[src/rtl/core/qoi_legacy_chunk_decoder_defines.svh]
// ----------------------------------------------------------------------------
// QOI legacy chunk decoder assertion macros
// Shared concurrent assertion forms for the decoder RTL.
// ----------------------------------------------------------------------------
`ifndef QOI_LEGACY_CHUNK_DECODER_DEFINES_SVH
`define QOI_LEGACY_CHUNK_DECODER_DEFINES_SVH

// same-cycle implication, disabled while reset is low
`define QLCD_ASSERT_NOW(label, clk, rst_n, ante, cons, msg) \
    label: assert property (@(posedge clk) disable iff (!rst_n) (ante) |-> (cons)) \
        else $error(msg);

// next-cycle implication, disabled while reset is low
`define QLCD_ASSERT_NEXT(label, clk, rst_n, ante, cons, msg) \
    label: assert property (@(posedge clk) disable iff (!rst_n) (ante) |=> (cons)) \
        else $error(msg);

`endif

[src/rtl/core/qlcd_pkg.sv]
// ----------------------------------------------------------------------------
// QOI legacy chunk decoder package
// Payload types, job format between front and back, and fixed constants.
// ----------------------------------------------------------------------------
package qlcd_pkg;

    localparam int TABLE_ENTRIES = 64;
    localparam int TABLE_AW      = 6;

    localparam logic [1:0] CMD_DATA  = 2'd0;
    localparam logic [1:0] CMD_END   = 2'd1;
    localparam logic [1:0] CMD_START = 2'd2;

    // BYTE: a data byte that does not complete a chunk
    typedef enum logic [1:0] {
        KIND_BYTE,
        KIND_CHUNK,
        KIND_END,
        KIND_START
    } t_kind;

    typedef struct packed {
        logic [1:0] cmd;
        logic [7:0] data_byte;
    } t_in_item;

    typedef struct packed {
        logic [7:0]  red;
        logic [7:0]  green;
        logic [7:0]  blue;
        logic [7:0]  alpha;
        logic [31:0] repeat_res;
        logic        image_done;
    } t_out_item;

    typedef struct packed {
        t_kind       kind;
        logic [7:0]  head;
        logic [31:0] tail;
    } t_job;

    typedef struct packed {
        logic [7:0] red;
        logic [7:0] green;
        logic [7:0] blue;
        logic [7:0] alpha;
    } t_pixel;

    localparam t_pixel PIXEL_RESET = '{red: 8'd0, green: 8'd0, blue: 8'd0, alpha: 8'd255};

endpackage

[src/rtl/core/qlcd_fifo.sv]
// ----------------------------------------------------------------------------
// QOI legacy chunk decoder job queue
// Short register queue that decouples the front end from the back end.
// ----------------------------------------------------------------------------
`include "qoi_legacy_chunk_decoder_defines.svh"

module qlcd_fifo #(
    parameter int DEPTH = 4
) (
    input  logic           i_clk,
    input  logic           i_rst_n,
    input  logic           i_push,
    input  qlcd_pkg::t_job i_job,
    output logic           o_full,
    output logic           o_valid,
    output qlcd_pkg::t_job o_job,
    input  logic           i_pop
);
    import qlcd_pkg::*;

    localparam int AW = (DEPTH > 1) ? $clog2(DEPTH) : 1;
    localparam int CW = $clog2(DEPTH + 1);

    t_job          r_mem [DEPTH];
    logic [AW-1:0] r_wr_ptr, n_wr_ptr;
    logic [AW-1:0] r_rd_ptr, n_rd_ptr;
    logic [CW-1:0] r_count, n_count;

    assign o_full  = (r_count == CW'(DEPTH));
    assign o_valid = (r_count != '0);
    assign o_job   = r_mem[r_rd_ptr];

    always_comb begin
        n_wr_ptr = r_wr_ptr;
        n_rd_ptr = r_rd_ptr;
        n_count  = r_count;
        if (i_push) begin
            n_wr_ptr = (r_wr_ptr == AW'(DEPTH - 1)) ? '0 : r_wr_ptr + 1'b1;
        end
        if (i_pop) begin
            n_rd_ptr = (r_rd_ptr == AW'(DEPTH - 1)) ? '0 : r_rd_ptr + 1'b1;
        end
        unique case ({i_push, i_pop})
            2'b10:   n_count = r_count + 1'b1;
            2'b01:   n_count = r_count - 1'b1;
            default: n_count = r_count;
        endcase
    end

    always_ff @(posedge i_clk) begin
        if (!i_rst_n) begin
            r_wr_ptr <= '0;
            r_rd_ptr <= '0;
            r_count  <= '0;
        end else begin
            r_wr_ptr <= n_wr_ptr;
            r_rd_ptr <= n_rd_ptr;
            r_count  <= n_count;
        end
        if (i_push) begin
            r_mem[r_wr_ptr] <= i_job;
        end
    end

    `QLCD_ASSERT_NOW(a_no_overflow, i_clk, i_rst_n, i_push, !o_full, "job pushed into full queue")
    `QLCD_ASSERT_NOW(a_no_underflow, i_clk, i_rst_n, i_pop, r_count != '0, "job popped from empty queue")
endmodule

[config.mk]
export PLATFORM = sky130hd
export DESIGN_NAME = qlcd_fifo
export DESIGN_NICKNAME = d
export VERILOG_FILES = /design/src/rtl/core/qlcd_pkg.sv /design/src/rtl/core/qlcd_fifo.sv
export VERILOG_INCLUDE_DIRS = /design/src /design/src/rtl/core
export SDC_FILE = /design/constraint.sdc
export NUM_CORES = 1
export LEC_CHECK = 0
export BUFFER_PORTS_ARGS = -buffer_cell sky130_fd_sc_hd__buf_4
export CORE_MARGIN = 5
export CORE_UTILIZATION = 60
export CTS_CLUSTER_SIZE = 16
export DETAILED_ROUTE_END_ITERATION = 10
export HOLD_SLACK_MARGIN = 0.05
export PLACE_DENSITY = 0.83
export SLEW_MARGIN = 20
export SYNTH_ARGS = -nofsm -noshare
export SYNTH_HDL_FRONTEND = slang
export SYNTH_SLANG_ARGS = --single-unit
[constraint.sdc]
create_clock -name i_clk -period 5.9 [get_ports i_clk]
set_clock_uncertainty 0.15 [all_clocks]
set_input_delay 0.295 -clock i_clk [delete_from_list [all_inputs] [get_ports i_clk]]
set_output_delay 0.295 -clock i_clk [all_outputs]
set_load 0.03 [all_outputs]
==> results of run 1 <==
[Yosys cell counts]
master,count
sky130_fd_sc_hd__o21a_1,1
sky130_fd_sc_hd__nor3b_1,3
sky130_fd_sc_hd__mux4_1,2
sky130_fd_sc_hd__edfxtp_1,168
sky130_fd_sc_hd__clkbuf_1,1
sky130_fd_sc_hd__nor2b_1,5
sky130_fd_sc_hd__mux4_2,40
sky130_fd_sc_hd__and2_1,5
sky130_fd_sc_hd__inv_1,3
sky130_fd_sc_hd__or3_1,2
sky130_fd_sc_hd__ha_1,6
sky130_fd_sc_hd__buf_12,4
sky130_fd_sc_hd__o21ai_0,1
sky130_fd_sc_hd__a21boi_0,1
sky130_fd_sc_hd__buf_6,1
sky130_fd_sc_hd__a21oi_1,1
sky130_fd_sc_hd__buf_2,4
sky130_fd_sc_hd__dfxtp_1,9
sky130_fd_sc_hd__xnor2_1,2
sky130_fd_sc_hd__mux2i_1,3
sky130_fd_sc_hd__fa_1,1
[routing by layer]
layer / vias to the layer above / wire (um) / share of wire / global-route usage
met3: 15 / 546 / 0.048 / 0.04598
met4: 0 / 170 / 0.015 / 0.07047
li1: 1404 / - / - / -
met5: - / 0 / 0 / 0
met1: 1575 / 4643 / 0.41 / 0.2436
met2: 102 / 6013 / 0.53 / 0.3159
[kinds of logic (layout without fill, tap and decap cells)]
family / after synthesis / in the layout / share of synthesized area
mux: 45 / 45 / 0.1497
xor+xnor: 2 / 2 / 0.002667
fa+ha+maj: 7 / 7 / 0.01447
flops: 177 / 177 / 0.7953
compound gates: 4 / 4 / 0.003808
buf+inv: 13 / 171 / 0.01923
simple gates: 15 / 15 / 0.01485
[flip-flops by register name, summed over array words and instances, names as in the netlist, named ones only]
signal    cells
r_mem       168
r_count       3
r_rd_ptr      2
r_wr_ptr      2
[final cells by class]
class	count	area [um^2]
sequential	177	5230
fill	561	2436
multi-input combinational	73	1227
timing repair buffer	136	1154
clock buffer	17	414.1
tap	140	175.2
clock inverter	15	145.1
inverter	3	11.26
[worst min-delay path by stage]
stage	end	depth (start not counted)
final	r_mem[3][23]$_DFFE_PP_	2
after CTS	r_mem[3][23]$_DFFE_PP_	2
after global routing	r_mem[2][13]$_DFFE_PP_	2
after global placement	r_count[2]$_SDFFE_PN0P_	2
after detailed placement	r_mem[3][18]$_DFFE_PP_	1
after floorplan	r_mem[0][0]$_DFFE_PP_	0
[timing repair]
item | CTS | global route
hold endpoints to repair | 177 | 0
hold buffers | 45 | 0
setup buffers | 0 | 0
endpoints found under the setup margin | 0 | 0
[where the power goes]
part	switching [mW]	internal [mW]
Combinational	0.172	0.156
Clock	0.441	0.596
Sequential	0.0323	1.43
Total	0.645	2.18
==> metrics, run 1 <==
status finished clean; total detailed-routing wirelength ~11,000 um; power per standard cell area 338.5 nW/um^2; instance area after placement 7320 um^2; count of unresolved DRC violations after routing 0; Clk Latency, worst-skew pair between 0.5 and 0.6 ns; startpoint of the worst register-to-register path r_wr_ptr[0]$_SDFFE_PN0P_; horizontal die dimension 114.6 um; worst setup slack for register-to-register paths 3.86 ns; Finished Layout Cells 561; buffer and inverter count on the worst path 1; number of max-slew violations in the final report 0; Final Worst Setup Slack between 3 and 4 ns; worst slew margin relative to its limit 0.4397; DRT antenna net count 0; post-route minimum period about 2.7 ns; worst ir drop on vdd about 210 uV; via count of the first global-routing pass 3,324; unrepaired setup endpoints after global routing no; number of antenna violations at the first check in global routing 0; final number of hold-violating endpoints 0; type of the setup path with the least slack reg2out; leakage power of the design about 2.9 nW; average cell area after synthesis approximately 25 um^2; endpoint of the lowest-slack register-to-register path r_mem[3][27]$_DFFE_PP_; leading cell types by total area after synthesis sky130_fd_sc_hd__edfxtp_1 77%, sky130_fd_sc_hd__mux4_2 14%, sky130_fd_sc_hd__dfxtp_1 2.7%; residual overflow from global routing 0; data arrival time at the worst-slack endpoint ~2.3 ns; Worst Hold Margin between 0.3 and 0.4 ns; placeable core area 10,790 um^2; Clock Tree Buf Depth 2; share of cells above drive strength 1 0.3919; cells along the critical path mux4_1 > buf_4; Ports 90; synthesized instance count around 260; depth of the most critical reg-to-reg path 3; number of antenna diodes 0; Setup WS pre-CTS approximately 3.7 ns; routed length per placed instance just over 20 um; fraction of synthesized cell area taken by the top area cell type 0.7679; launching element type of the critical path register; via count slightly above 3,000; Starting Density 0.6087; maximum clock frequency ~370 MHz; Clk pin slew, worst setup/hold paths around 0.070 ns; Final period util 0.4626; last weighted congestion value of the routability-driven placer ~0.70; global-route wire length before repair roughly 18,000 um; clock tree from TritonCTS yes; Min-Delay Startpoint i_job[23]; final HPWL from detailed placement between 6000 and 7000 um; crit path capture type output pin; number of sinks driven by the clock tree between 150 and 200; die boundary height ~110 um; commonest cells after routing, fill and taps aside 168 x sky130_fd_sc_hd__edfxtp_1, 90 x sky130_fd_sc_hd__buf_4, 45 x sky130_fd_sc_hd__dlygate4sd3_1, 40 x sky130_fd_sc_hd__mux4_2, 16 x sky130_fd_sc_hd__clkbuf_16; CP top delay family flip-flops; post-synthesis register bit count around 180; synthesized cell area approximately 6600 um^2; critical path capture point o_job[25]; Via density approximately 5.5; DRC marker count from the first detailed-route iteration approximately 220; final net count 461; Levels on crit path 2; biggest cell delay along the critical path between 0.9 and 1 ns; net count after synthesis between 300 and 400; worst slew pin tran 0.8404 ns; deepest level of the CTS H-tree 4; Pre-antenna DRT Iters 4; max cap viols 0; standard-cell row count 38; synth unique cells 21; Setup TNS 0 ns; Resized cells post-CTS 0; portion of the post-synthesis area used by sequential elements 0.7953; total non-filler cell area in the finished layout between 8000 and 9000 um^2; Die Outline Area around 13,000 um^2; Worst Path Max Fanout 42; pin count of the biggest net entering global routing 43; slowest cell on the critical path sky130_fd_sc_hd__dfxtp_4; end-of-flow core utilization 0.7743; count of port buffers added during placement 89; buffer cell driving the clock tree root sky130_fd_sc_hd__clkbuf_8; Hold Crit Class in2reg; Syn. warnings 0; layout-stage area growth over the synthesis result 27.19%; Overall Global Routing Usage 0.1893; Total Power between 2 and 3 mW; number of buffers inserted during clock tree synthesis 17; Cell Count Post-Placement 483; largest area contributor in the synthesized netlist sky130_fd_sc_hd__edfxtp_1; total of endpoints with negative setup slack in the final report 0; commonest non-fill, non-tap cell in the layout sky130_fd_sc_hd__edfxtp_1; required time worst endpoint ~5.5 ns
(Power assumes the default switching activity.)
==> inputs of run 2 (changes only) <==
--- a/config.mk
+++ b/config.mk
@@ -8,11 +8,11 @@
 export LEC_CHECK = 0
 export BUFFER_PORTS_ARGS = -buffer_cell sky130_fd_sc_hd__buf_4
 export CORE_MARGIN = 5
-export CORE_UTILIZATION = 60
+export CORE_UTILIZATION = 51
 export CTS_CLUSTER_SIZE = 16
 export DETAILED_ROUTE_END_ITERATION = 10
 export HOLD_SLACK_MARGIN = 0.05
-export PLACE_DENSITY = 0.83
+export PLACE_DENSITY = 0.75
 export SLEW_MARGIN = 20
 export SYNTH_ARGS = -nofsm -noshare
 export SYNTH_HDL_FRONTEND = slang
==> constraint.sdc (replaced) <==
create_clock -name i_clk -period 2.2 [get_ports i_clk]
set_clock_uncertainty 0.15 [all_clocks]
set_input_delay 0.11 -clock i_clk [delete_from_list [all_inputs] [get_ports i_clk]]
set_output_delay 0.11 -clock i_clk [all_outputs]
set_load 0.03 [all_outputs]
==> run 2 against run 1 <==
Count of clock-buffer cells in the layout up 1; clock power rose to 2.8 times the previous value; setup slack worse by 3.0 ns; die area increased by 16%; highest routed layer unchanged.
==> metrics, run 2 (same netlist as run 1, synthesis figures left out) <==
buffer cell driving the clock tree root sky130_fd_sc_hd__clkbuf_16; proportion of total power due to net switching 0.2202 (-0.007881); global-route wire length before repair 18,540 um (+2.9%); Die Outline Area 15,250 um^2 (+16%); max cap viols 0 (unchanged); Comb power frac 0.123 (+0.007); net switching power 1.705 mW (+160%); Most flops, register r_mem; horizontal die dimension 123.5 um (+7.7%); maximum clock frequency 491.3 MHz; deepest level of the CTS H-tree 4 (unchanged); worst slew pin tran 0.4724 ns (-0.3680 ns); unrepaired setup endpoints after global routing no; Overall Global Routing Usage 0.1706 (-0.01861); die boundary height 123.5 um (+7.7%); final number of hold-violating endpoints 0 (unchanged); standard-cell row count 41 (+7.9%); registers with the highest flip-flop counts r_mem: 168 flops, r_count: 3 flops; total of endpoints with negative setup slack in the final report 0 (unchanged); commonest non-fill, non-tap cell in the layout sky130_fd_sc_hd__edfxtp_1; Most common cell on crit path sky130_fd_sc_hd__buf_4; Clock Tree Buf Depth 2 (unchanged); count of port buffers added during placement 89 (unchanged); total detailed-routing wirelength 11,890 um (+4.6%); DRT antenna net count 0 (unchanged); Worst Path Max Fanout 7 (-83%); worst ir drop on vdd 522.4 uV (+150%); relative contribution of sequential cells to total power 0.502 (-0.015); Via density 5.183 (-6.1%); proportion of power drawn by the clock network 0.376 (+0.009); slowest cell on the critical path sky130_fd_sc_hd__mux4_2; via count 3,141 (+1.5%); launching element type of the critical path register; total non-filler cell area in the finished layout 8531 um^2 (+2.1%); number of max-slew violations in the final report 0 (unchanged); cells along the critical path buf_4 > mux4_2 > buf_4; via count of the first global-routing pass 3,440 (+3.5%); final net count 475 (+3.0%); Starting Density 0.5206 (-0.08812); layout-stage area growth over the synthesis result 29.84%; biggest cell delay along the critical path 0.52 ns (-0.39 ns); max reg flops 168 (unchanged); placeable core area 12,620 um^2 (+17%); post-route minimum period between 2 and 2.5 ns; instance area after placement 7471 um^2 (+2.1%); crit path capture type output pin; commonest cells after routing, fill and taps aside 168 x sky130_fd_sc_hd__edfxtp_1, 102 x sky130_fd_sc_hd__buf_4, 45 x sky130_fd_sc_hd__dlygate4sd3_1, 40 x sky130_fd_sc_hd__mux4_2, 17 x sky130_fd_sc_hd__clkbuf_16; data arrival time at the worst-slack endpoint 1.78 ns (-0.50 ns); Ports 90 (unchanged); worst slew margin relative to its limit 0.6851 (+0.2453); count of unresolved DRC violations after routing 0 (unchanged); residual overflow from global routing 0 (unchanged); number of antenna violations at the first check in global routing 0 (unchanged); clock tree from TritonCTS yes; Setup TNS 0 ns (unchanged); status finished clean; number of sinks driven by the clock tree 177 (unchanged); required time worst endpoint 1.94 ns (-3.51 ns); number of buffers inserted during clock tree synthesis 17 (unchanged); leakage power of the design 2.975 nW (+3.7%); share of cells above drive strength 1 0.4078 (+0.01591); DRC marker count from the first detailed-route iteration 198 (-11%); Pre-antenna DRT Iters 4 (unchanged); routed length per placed instance 19.62 um (-3.2%); Clk pin slew, worst setup/hold paths 0.06 ns (about the same); last weighted congestion value of the routability-driven placer 0.7309 (+4.2%); power per standard cell area 907.7 nW/um^2 (+170%); type of the setup path with the least slack reg2out; final HPWL from detailed placement 7140 um (+15%); Internal Pwr Total 6.038 mW (+180%); number of antenna diodes 0 (unchanged); pin count of the biggest net entering global routing 31 (-28%); Hold Crit Class in2reg; Clk Latency, worst-skew pair 0.42 ns (-0.10 ns); Final period util 0.9251
run 2: critical path, delay by kind of cell (launching register included):
kind / cells / cell delay [ns]
muxes: 1 / 0.52
DFF: 1 / 0.44
buffers and inverters: 2 / 0.40
run 2: timing repair:
action	in CTS	in global routing
hold buffers	45	0
setup endpoints to repair	2	0
gates resized for setup	0	0
endpoints found under the hold margin	177	0
buffers inserted	3	0
run 2: path summary, 6_finish.rpt:
path | start | end | slack [ns] | depth (start not counted)
hold / removal | i_job[12] | r_mem[1][12]$_DFFE_PP_ | 0.28 | 2
hold reg to reg | r_count[2]$_SDFFE_PN0P_ | r_count[2]$_SDFFE_PN0P_ | 0.36 | 2
setup / recovery | register | o_job[3] | 0.16 | 3
setup reg to reg | r_wr_ptr[0]$_SDFFE_PN0P_ | r_mem[3][1]$_DFFE_PP_ | 0.52 | 3
run 2: per-layer routing:
| metal | track usage | vias up | share of wire |
|---|---|---|---|
| li1 | - | 1425 | - |
| met1 | 0.2106 | 1613 | 0.40 |
| met2 | 0.2902 | 89 | 0.53 |
| met3 | 0.04254 | 14 | 0.056 |
| met4 | 0.06920 | 0 | 0.017 |
| met5 | 0 | - | 0 |
run 2: area by class of cell:
type / instances / area [um^2]
clock buffer: 18 / 429.2
clock inverter: 13 / 145.1
inverter: 3 / 11.26
timing repair buffer: 150 / 1276
multi-input combinational: 73 / 1224
fill: 830 / 4089
tap: 172 / 215.2
sequential: 177 / 5230
run 2: power by group through the flow:
stage	registers [mW]	logic [mW]	clock network (mW)
floorplan	3.94	0.558	0
global placement	3.95	0.866	0
detailed placement	3.96	0.881	0
CTS	3.88	0.966	2.97
global route	3.89	1.01	3.12
finish	3.88	0.951	2.91
run 2: through the flow:
| step | hold slack [ns] | total power [mW] | util | cells | worst slack, ns |
|---|---|---|---|---|---|
| CTS | 0.2620 | 7.817 | 0.6760 | 606 | 0.1335 |
| global placement | 0.1599 | 4.818 | 0.5920 | 527 | 0.4604 |
| detailed placement | 0.1650 | 4.843 | 0.5920 | 527 | 0.4475 |
| finish | 0.2787 | 7.744 | 0.6760 | 606 | 0.1648 |
| global route | 0.2691 | 8.027 | 0.6760 | 606 | 0.09362 |
| floorplan | 0.05887 | 4.497 | - | 263 | 0.08169 |
