File: src/rtl/core/qoi_legacy_chunk_decoder_defines.svh
// ----------------------------------------------------------------------------
// QOI legacy chunk decoder assertion macros
// Shared concurrent assertion forms for the decoder RTL.
// ----------------------------------------------------------------------------
`ifndef QOI_LEGACY_CHUNK_DECODER_DEFINES_SVH
`define QOI_LEGACY_CHUNK_DECODER_DEFINES_SVH

// same-cycle implication, disabled while reset is low
`define QLCD_ASSERT_NOW(label, clk, rst_n, ante, cons, msg) \
    label: assert property (@(posedge clk) disable iff (!rst_n) (ante) |-> (cons)) \
        else $error(msg);

// next-cycle implication, disabled while reset is low
`define QLCD_ASSERT_NEXT(label, clk, rst_n, ante, cons, msg) \
    label: assert property (@(posedge clk) disable iff (!rst_n) (ante) |=> (cons)) \
        else $error(msg);

`endif

File: src/rtl/core/qlcd_pkg.sv
// ----------------------------------------------------------------------------
// QOI legacy chunk decoder package
// Payload types, job format between front and back, and fixed constants.
// ----------------------------------------------------------------------------
package qlcd_pkg;

    localparam int TABLE_ENTRIES = 64;
    localparam int TABLE_AW      = 6;

    localparam logic [1:0] CMD_DATA  = 2'd0;
    localparam logic [1:0] CMD_END   = 2'd1;
    localparam logic [1:0] CMD_START = 2'd2;

    // BYTE: a data byte that does not complete a chunk
    typedef enum logic [1:0] {
        KIND_BYTE,
        KIND_CHUNK,
        KIND_END,
        KIND_START
    } t_kind;

    typedef struct packed {
        logic [1:0] cmd;
        logic [7:0] data_byte;
    } t_in_item;

    typedef struct packed {
        logic [7:0]  red;
        logic [7:0]  green;
        logic [7:0]  blue;
        logic [7:0]  alpha;
        logic [31:0] repeat_res;
        logic        image_done;
    } t_out_item;

    typedef struct packed {
        t_kind       kind;
        logic [7:0]  head;
        logic [31:0] tail;
    } t_job;

    typedef struct packed {
        logic [7:0] red;
        logic [7:0] green;
        logic [7:0] blue;
        logic [7:0] alpha;
    } t_pixel;

    localparam t_pixel PIXEL_RESET = '{red: 8'd0, green: 8'd0, blue: 8'd0, alpha: 8'd255};

endpackage

File: src/rtl/core/qlcd_stream_if.sv
// ----------------------------------------------------------------------------
// QOI legacy chunk decoder stream interface
// Valid/ready channel carrying one payload item per transfer.
// ----------------------------------------------------------------------------
interface qlcd_stream_if #(
    parameter type t_payload = logic
) ();
    logic     valid;
    logic     ready;
    t_payload payload;

    modport source (output valid, output payload, input ready);
    modport sink   (input valid, input payload, output ready);
endinterface

File: src/rtl/core/qlcd_ram.sv
// ----------------------------------------------------------------------------
// QOI legacy chunk decoder generic RAM
// One write port, one read port, registered read data (old data on collision).
// ----------------------------------------------------------------------------
module qlcd_ram #(
    parameter int WIDTH = 32,
    parameter int DEPTH = 64
) (
    input  logic                     i_clk,
    input  logic                     i_wr_en,
    input  logic [$clog2(DEPTH)-1:0] i_wr_addr,
    input  logic [WIDTH-1:0]         i_wr_data,
    input  logic                     i_rd_en,
    input  logic [$clog2(DEPTH)-1:0] i_rd_addr,
    output logic [WIDTH-1:0]         o_rd_data
);
    logic [WIDTH-1:0] r_mem [DEPTH];
    logic [WIDTH-1:0] r_rd_data;

    always_ff @(posedge i_clk) begin
        if (i_wr_en) begin
            r_mem[i_wr_addr] <= i_wr_data;
        end
        if (i_rd_en) begin
            r_rd_data <= r_mem[i_rd_addr];
        end
    end

    assign o_rd_data = r_rd_data;
endmodule

File: src/rtl/core/qlcd_back.sv
// ----------------------------------------------------------------------------
// QOI legacy chunk decoder back end
// Reads the colour table, updates the pixel, stores it and emits results.
// ----------------------------------------------------------------------------
`include "qoi_legacy_chunk_decoder_defines.svh"

module qlcd_back (
    input  logic           i_clk,
    input  logic           i_rst_n,
    input  logic [31:0]    i_pixel_count,
    input  logic           i_job_valid,
    input  qlcd_pkg::t_job i_job,
    output logic           o_pop,
    qlcd_stream_if.source  o_out
);
    import qlcd_pkg::*;

    logic                     r_e2_valid, n_e2_valid;
    t_job                     r_e2_job;
    logic                     r_fwd_hit;
    logic [31:0]              r_fwd_data;
    t_pixel                   r_cur, n_cur;
    logic [TABLE_ENTRIES-1:0] r_tbl_valid, n_tbl_valid;
    logic [31:0]              r_emitted, n_emitted;
    logic                     r_finished, n_finished;
    logic                     r_out_valid, n_out_valid;
    t_out_item                r_out, n_result;

    logic                e2_fire;
    logic                w_done;
    logic [31:0]         w_rd_data;
    logic [31:0]         w_entry;
    t_pixel              w_pix;
    logic [31:0]         w_rep_req;
    logic [31:0]         w_rep;
    logic [31:0]         w_left;
    logic                w_emit;
    logic                w_wr_en;
    logic [TABLE_AW-1:0] w_slot;
    logic [2:0]          w_nflags;
    logic [2:0]          w_idx_r, w_idx_g, w_idx_b;
    logic [19:0]         w_m;

    function automatic logic [7:0] tail_byte(input logic [31:0] t, input logic [1:0] k);
        logic [7:0] b;
        unique case (k)
            2'd0: b = t[7:0];
            2'd1: b = t[15:8];
            2'd2: b = t[23:16];
            2'd3: b = t[31:24];
        endcase
        return b;
    endfunction

    assign e2_fire = r_e2_valid && (!r_out_valid || o_out.ready);
    assign o_pop   = i_job_valid && (!r_e2_valid || e2_fire);

    qlcd_ram #(
        .WIDTH (32),
        .DEPTH (TABLE_ENTRIES)
    ) u_table (
        .i_clk     (i_clk),
        .i_wr_en   (w_wr_en),
        .i_wr_addr (w_slot),
        .i_wr_data (w_pix),
        .i_rd_en   (o_pop),
        .i_rd_addr (i_job.head[TABLE_AW-1:0]),
        .o_rd_data (w_rd_data)
    );

    // table entry: a write at the read edge wins, an unwritten slot reads zero
    always_comb begin
        if (r_fwd_hit) begin
            w_entry = r_fwd_data;
        end else if (r_tbl_valid[r_e2_job.head[TABLE_AW-1:0]]) begin
            w_entry = w_rd_data;
        end else begin
            w_entry = '0;
        end
    end

    assign w_done   = r_finished || (r_emitted >= i_pixel_count);
    assign w_left   = i_pixel_count - r_emitted;
    assign w_nflags = {2'b00, r_e2_job.head[3]} + {2'b00, r_e2_job.head[2]}
                    + {2'b00, r_e2_job.head[1]} + {2'b00, r_e2_job.head[0]};
    assign w_idx_r  = w_nflags - 3'd1;
    assign w_idx_g  = w_idx_r - {2'b00, r_e2_job.head[3]};
    assign w_idx_b  = w_idx_g - {2'b00, r_e2_job.head[2]};
    assign w_m      = {r_e2_job.head[3:0], r_e2_job.tail[15:0]};

    // chunk decode on the current pixel
    always_comb begin
        logic [7:0] op;
        op        = r_e2_job.head;
        w_pix     = r_cur;
        w_rep_req = 32'd1;
        priority if (op[7:6] == 2'b00) begin
            w_pix = w_entry;
        end else if (op[7:5] == 3'b010) begin
            w_rep_req = {27'd0, op[4:0]} + 32'd1;
        end else if (op[7:5] == 3'b011) begin
            w_rep_req = {19'd0, op[4:0], r_e2_job.tail[7:0]} + 32'd33;
        end else if (op[7:6] == 2'b10) begin
            w_pix.red   = r_cur.red   + {{6{op[5]}}, op[5:4]};
            w_pix.green = r_cur.green + {{6{op[3]}}, op[3:2]};
            w_pix.blue  = r_cur.blue  + {{6{op[1]}}, op[1:0]};
        end else if (op[7:5] == 3'b110) begin
            w_pix.red   = r_cur.red   + {{3{op[4]}}, op[4:0]};
            w_pix.green = r_cur.green + {{4{r_e2_job.tail[7]}}, r_e2_job.tail[7:4]};
            w_pix.blue  = r_cur.blue  + {{4{r_e2_job.tail[3]}}, r_e2_job.tail[3:0]};
        end else if (op[7:4] == 4'b1110) begin
            w_pix.red   = r_cur.red   + {{3{w_m[19]}}, w_m[19:15]};
            w_pix.green = r_cur.green + {{3{w_m[14]}}, w_m[14:10]};
            w_pix.blue  = r_cur.blue  + {{3{w_m[9]}}, w_m[9:5]};
            w_pix.alpha = r_cur.alpha + {{3{w_m[4]}}, w_m[4:0]};
        end else begin
            // flagged channels take the received bytes in order, red first
            if (op[3]) begin
                w_pix.red = tail_byte(r_e2_job.tail, w_idx_r[1:0]);
            end
            if (op[2]) begin
                w_pix.green = tail_byte(r_e2_job.tail, w_idx_g[1:0]);
            end
            if (op[1]) begin
                w_pix.blue = tail_byte(r_e2_job.tail, w_idx_b[1:0]);
            end
            if (op[0]) begin
                w_pix.alpha = r_e2_job.tail[7:0];
            end
        end
    end

    assign w_slot = w_pix.red[TABLE_AW-1:0] ^ w_pix.green[TABLE_AW-1:0]
                  ^ w_pix.blue[TABLE_AW-1:0] ^ w_pix.alpha[TABLE_AW-1:0];
    assign w_wr_en = e2_fire && (r_e2_job.kind == KIND_CHUNK) && !w_done;

    always_comb begin
        n_cur       = r_cur;
        n_tbl_valid = r_tbl_valid;
        n_emitted   = r_emitted;
        n_finished  = r_finished;
        w_emit      = 1'b0;
        w_rep       = w_left;
        n_result    = '{red: r_cur.red, green: r_cur.green, blue: r_cur.blue,
                        alpha: r_cur.alpha, repeat_res: w_left, image_done: 1'b0};
        unique case (r_e2_job.kind)
            KIND_START: begin
                n_cur       = PIXEL_RESET;
                n_tbl_valid = '0;
                n_emitted   = '0;
                n_finished  = 1'b0;
            end
            KIND_BYTE: begin
                if (w_done) begin
                    n_finished = 1'b1;
                end
            end
            KIND_END: begin
                if (w_done) begin
                    n_finished = 1'b1;
                end else begin
                    w_emit = 1'b1;
                    w_rep  = w_left;
                end
            end
            KIND_CHUNK: begin
                if (w_done) begin
                    n_finished = 1'b1;
                end else begin
                    w_emit              = 1'b1;
                    w_rep               = (w_rep_req > w_left) ? w_left : w_rep_req;
                    n_cur               = w_pix;
                    n_tbl_valid[w_slot] = 1'b1;
                    n_result.red        = w_pix.red;
                    n_result.green      = w_pix.green;
                    n_result.blue       = w_pix.blue;
                    n_result.alpha      = w_pix.alpha;
                end
            end
        endcase
        if (w_emit) begin
            n_emitted           = r_emitted + w_rep;
            n_result.repeat_res = w_rep;
            n_result.image_done = (n_emitted == i_pixel_count);
            if (n_emitted == i_pixel_count) begin
                n_finished = 1'b1;
            end
        end
    end

    assign n_e2_valid  = o_pop ? 1'b1 : (e2_fire ? 1'b0 : r_e2_valid);
    assign n_out_valid = e2_fire ? w_emit : (r_out_valid && !o_out.ready);

    always_ff @(posedge i_clk) begin
        if (!i_rst_n) begin
            r_e2_valid  <= 1'b0;
            r_out_valid <= 1'b0;
            r_fwd_hit   <= 1'b0;
            r_cur       <= PIXEL_RESET;
            r_tbl_valid <= '0;
            r_emitted   <= '0;
            r_finished  <= 1'b0;
        end else begin
            r_e2_valid  <= n_e2_valid;
            r_out_valid <= n_out_valid;
            if (o_pop) begin
                r_fwd_hit <= w_wr_en && (w_slot == i_job.head[TABLE_AW-1:0]);
            end
            if (e2_fire) begin
                r_cur       <= n_cur;
                r_tbl_valid <= n_tbl_valid;
                r_emitted   <= n_emitted;
                r_finished  <= n_finished;
            end
        end
        if (o_pop) begin
            r_e2_job   <= i_job;
            r_fwd_data <= w_pix;
        end
        if (e2_fire && w_emit) begin
            r_out <= n_result;
        end
    end

    assign o_out.valid   = r_out_valid;
    assign o_out.payload = r_out;

    `QLCD_ASSERT_NOW(a_repeat_nonzero, i_clk, i_rst_n, r_out_valid, r_out.repeat_res != '0, "result with zero repeat")
    `QLCD_ASSERT_NEXT(a_done_sets_finished, i_clk, i_rst_n, e2_fire && w_emit && n_result.image_done, r_finished, "image done without finished flag")
    `QLCD_ASSERT_NEXT(a_start_clears, i_clk, i_rst_n, e2_fire && (r_e2_job.kind == KIND_START), (r_emitted == '0) && !r_finished, "start did not clear counters")
endmodule
File: src/flat_wrapper.sv
// flat-port wrapper written by rule: the top's interface ports become plain ports
module qlcd_back_flat import qlcd_pkg::*;
  (i_clk, i_rst_n, i_pixel_count, i_job_valid, i_job, o_pop, o_out_valid, o_out_payload, o_out_ready);
  qlcd_stream_if o_out_i ();
  input  logic i_clk;
  input  logic i_rst_n;
  input  logic [31:0] i_pixel_count;
  input  logic i_job_valid;
  input  qlcd_pkg::t_job i_job;
  output logic o_pop;
  output wire logic [$bits(o_out_i.valid)-1:0] o_out_valid;
  output wire logic [$bits(o_out_i.payload)-1:0] o_out_payload;
  input wire logic [$bits(o_out_i.ready)-1:0] o_out_ready;
  assign o_out_valid = o_out_i.valid;
  assign o_out_payload = o_out_i.payload;
  assign o_out_i.ready = o_out_ready;
  qlcd_back u_core (.i_clk(i_clk), .i_rst_n(i_rst_n), .i_pixel_count(i_pixel_count), .i_job_valid(i_job_valid), .i_job(i_job), .o_pop(o_pop), .o_out(o_out_i));
endmodule
File: config.mk
export PLATFORM = sky130hd
export DESIGN_NAME = qlcd_back_flat
export DESIGN_NICKNAME = d
export VERILOG_FILES = /design/src/rtl/core/qlcd_pkg.sv /design/src/rtl/core/qlcd_stream_if.sv /design/src/rtl/core/qlcd_ram.sv /design/src/rtl/core/qlcd_back.sv /design/src/flat_wrapper.sv
export VERILOG_INCLUDE_DIRS = /design/src /design/src/rtl/core
export SDC_FILE = /design/constraint.sdc
export NUM_CORES = 1
export LEC_CHECK = 0
export BUFFER_PORTS_ARGS = -buffer_cell sky130_fd_sc_hd__buf_4
export CAP_MARGIN = 5
export CORE_MARGIN = 2
export CORE_UTILIZATION = 45
export CTS_BUF_LIST = sky130_fd_sc_hd__clkbuf_4 sky130_fd_sc_hd__clkbuf_8
export DETAILED_ROUTE_END_ITERATION = 10
export HOLD_SLACK_MARGIN = 0.03
export SLEW_MARGIN = 20
export SYNTH_ARGS = -nofsm -noshare
export SYNTH_HDL_FRONTEND = slang
export SYNTH_HIERARCHICAL = 1
export SYNTH_SLANG_ARGS = --single-unit
File: constraint.sdc
create_clock -name i_clk -period 23.4 [get_ports i_clk]
set_clock_uncertainty 0.2 [all_clocks]
set_input_delay 1.17 -clock i_clk [delete_from_list [all_inputs] [get_ports i_clk]]
set_output_delay 1.17 -clock i_clk [all_outputs]
set_load 0.01 [all_outputs]
==> impl_metrics.toml <==
[worst_setup_path]
critPathBufInv = 3
crit_required_ns = 23.49
cp_top_family = "simple AND/OR/NAND/NOR gates"
crit_path_frequent_cell = "ha_1"
worstSetupEndpointType = "register"
critical_path.max_fanout = 15
crit_slowest_cell = "nor3b_1"
arrival_ns = 10.44
cp_slowest_stage_delay_ns = 0.66
crit_type = "in2reg"
start_kind = "primary input"

[synth]
synth_edf_count = 19
ys_ff_latch = 54
yosys_warnings = 6
synth_fp_nets = 1163
synth_cells = 995
synth.top_cells.by_area = "ha_1 14%, dfxtp_1 8.9%, edfxtp_1 7.3%, xnor2_1 5.2%, a21oi_1 4.6%"
synthArstFlopShare_pct = 0
ys_types = 96
yosysTopAreaCellShare_pct = 14.01
yosysTopAreaCell = "ha_1"
synth_flop_cell = "dfxtp_1"
syn_area_sq_um = 7858
synth-seq-area-share_pct = 16.18
syn_avg_cell_area_sq_um = 7.897

[clocking]
cts_hold_buf = 0
htree_levels = 2
cts.sinks = 54
cts_tree = "built"
postCtsSetupRepairBufs = 0
cts_max_path_buffers = 2
clk_latency_ns = 0.37
cts_resized = 0
cts_root_buf = "clkbuf_8"
numCtsBuffers = 5
clk_pin_slew_ns = 0.11

[drt]
dr.pass1.iters = 5
drtAntennaViolNets = 0
vias = 7520
post-route-drc-count = 0
drt_iter0_drc = 590
wl_per_cell_microns = 19.39
viasPerCell = 6.021
drt_wl_total_mm = 24.21

[timing]
worst_pin_slew_ns = 1.042
hold_viol = 0
fin_tns_setup_ns = 0
finalMaxSlewViolations = 0
rsz0062_at_grt = "false"
fin_crit_ns = 10.35
fin_crit_sh_pct = 44.23
final-setup-viol-count = 0
slew-limit-headroom_pct = 28.77
timing.fmax_mhz = 96.61

[pwr]
power.density_nw_per_um2 = 48.11
vdd_drop_max_uv = 28.30
leakage_uw = 0.003583

[global_route]
grt_pass1_vias = 6993
grt_pass1_wl_mm = 38.25
grt_overflow = 0
antenna_found_initial = 0
track_usage_pct = 26.60
grt_max_degree = 36

[cells_and_area]
drive_gt1_share_pct = 10.25
post-route-util_pct = 49.66
final_common_cell = "ha_1"
area_delta_synth_final_pct = 8.551
n_antenna_cell = 0
layout.nets = 1191
fillCellCount = 1773
multi_input_area_sq_um = 6173
seqCellArea_sq_um = 1271
final_cell_mix = "88 x ha_1, 80 x nand2_1, 72 x a21oi_1"

[floorplan]
rows = 48
io_pins = 81
initial_core_util_pct = 45.75
die_w_microns = 136.1
dieArea_sq_um = 18530
core_sq_um = 17180
fp.dieH_microns = 136.1

[placement]
portBuffers = 56
dp_hpwl_mm = 19.63
gp_congestion = 0.9362

[min_path]
hold_class = "reg2reg"

[outcome]
status = "completed"

[job]
max_cap_violations = 0
cell usage after synthesis, types with 5 or more instances:
cell type   n
and2_1      7
nand2_1    80
xor2_1     40
a21o_1     32
xnor3_1     6
xnor2_1    47
or3_1       9
o21ai_0    31
or4_1       5
clkbuf_1   28
a22oi_1    24
a21boi_0    5
mux2i_1    14
a2bb2oi_1   5
and3_1     11
dfxtp_1    35
nand4_1    29
a21oi_1    72
a211o_1     5
o22ai_1     6
o21bai_1    7
o211ai_1   13
o21a_1     14
nor4_1      8
edfxtp_1   19
nor2_1     61
inv_1      66
buf_2       6
nand3_1    23
nor2b_1    41
ha_1       88
nor3_1     18
a31oi_1     8
nand2b_1    8
a211oi_1   12
or2_2       7
per-layer routing:
layer  GRT usage [%]  share of wire, %  wire length (microns)
met1           38.93                48                  11590
met2           40.98                44                  10560
met3           2.498               6.0                   1447
met4           8.391               2.6                    619
met5               0                 0                      0
final cells by class:
type	instances	area share, %
Multi-Input combinational cell	835	72.38
Sequential cell	54	14.90
Timing Repair Buffer	61	5.369
Tap cell	225	3.301
Inverter	66	2.905
Clock buffer	5	0.8068
Clock inverter	3	0.3374
path summary, 6_finish.rpt:
path | start | endpoint | slack (ns) | cells after the start
worst max register to register | u_core/r_emitted[0] | u_core/r_finished | 13.66 | 31
worst max-delay path | i_pixel_count[0] | u_core/r_finished | 13.05 | 33
worst min register to register | u_core/r_emitted[21] | u_core/r_emitted[21] | 0.31 | 2
worst min-delay path | u_core/r_emitted[21] | u_core/r_emitted[21] | 0.31 | 2
flip-flops by register name (all words and copies together), names as in the netlist:
register / count
u_core/r_e2_job: 18
u_core/r_emitted: 32
u_core/o_out.valid: 1
u_core/r_finished: 1
u_core/r_e2_valid: 1
u_core/o_out.payload: 1
worst reg2reg max path, delay by kind of cell (launching register included):
kind,cells,cell delay (ns)
simple gates,11,3.92
compound gates,12,2.82
fa+ha+maj,4,1.30
xor+xnor,2,0.49
flops,1,0.35
mux,1,0.34
buf+inv,1,0.27
cells by family (layout without fill, tap and decap cells):
family          count (synthesis)  after routing  synth area share (%)
compound gates                295            295                 26.39
mux                            19             19                 2.691
xor+xnor                       94             94                 11.72
simple gates                  337            337                 23.11
buf+inv                       106            135                 5.398
flops                          54             54                 16.18
fa+ha+maj                      90             90                 14.52
power breakdown:
group / total [uW] / switching [uW] / internal (uW)
clock network: 64.1 / 41.7 / 22.4
logic: 240 / 142 / 98.3
registers: 106 / 4.28 / 102
total: 410 / 188 / 223
metrics by stage:
stage	instance area, sq um	std cells	hold slack, ns	power [uW]	setup WS, ns
floorplan	7858	995	0.2584	281.5	14.78
global placement	8432	1241	0.2750	343.6	12.78
detailed placement	8432	1241	0.2802	343.2	12.73
CTS	8529	1249	0.2974	410.3	13.05
global route	8529	1249	0.3192	439.0	12.53
finish	8529	1249	0.3052	410.3	13.05
No activity file was read; power rests on OpenSTA's default activity.
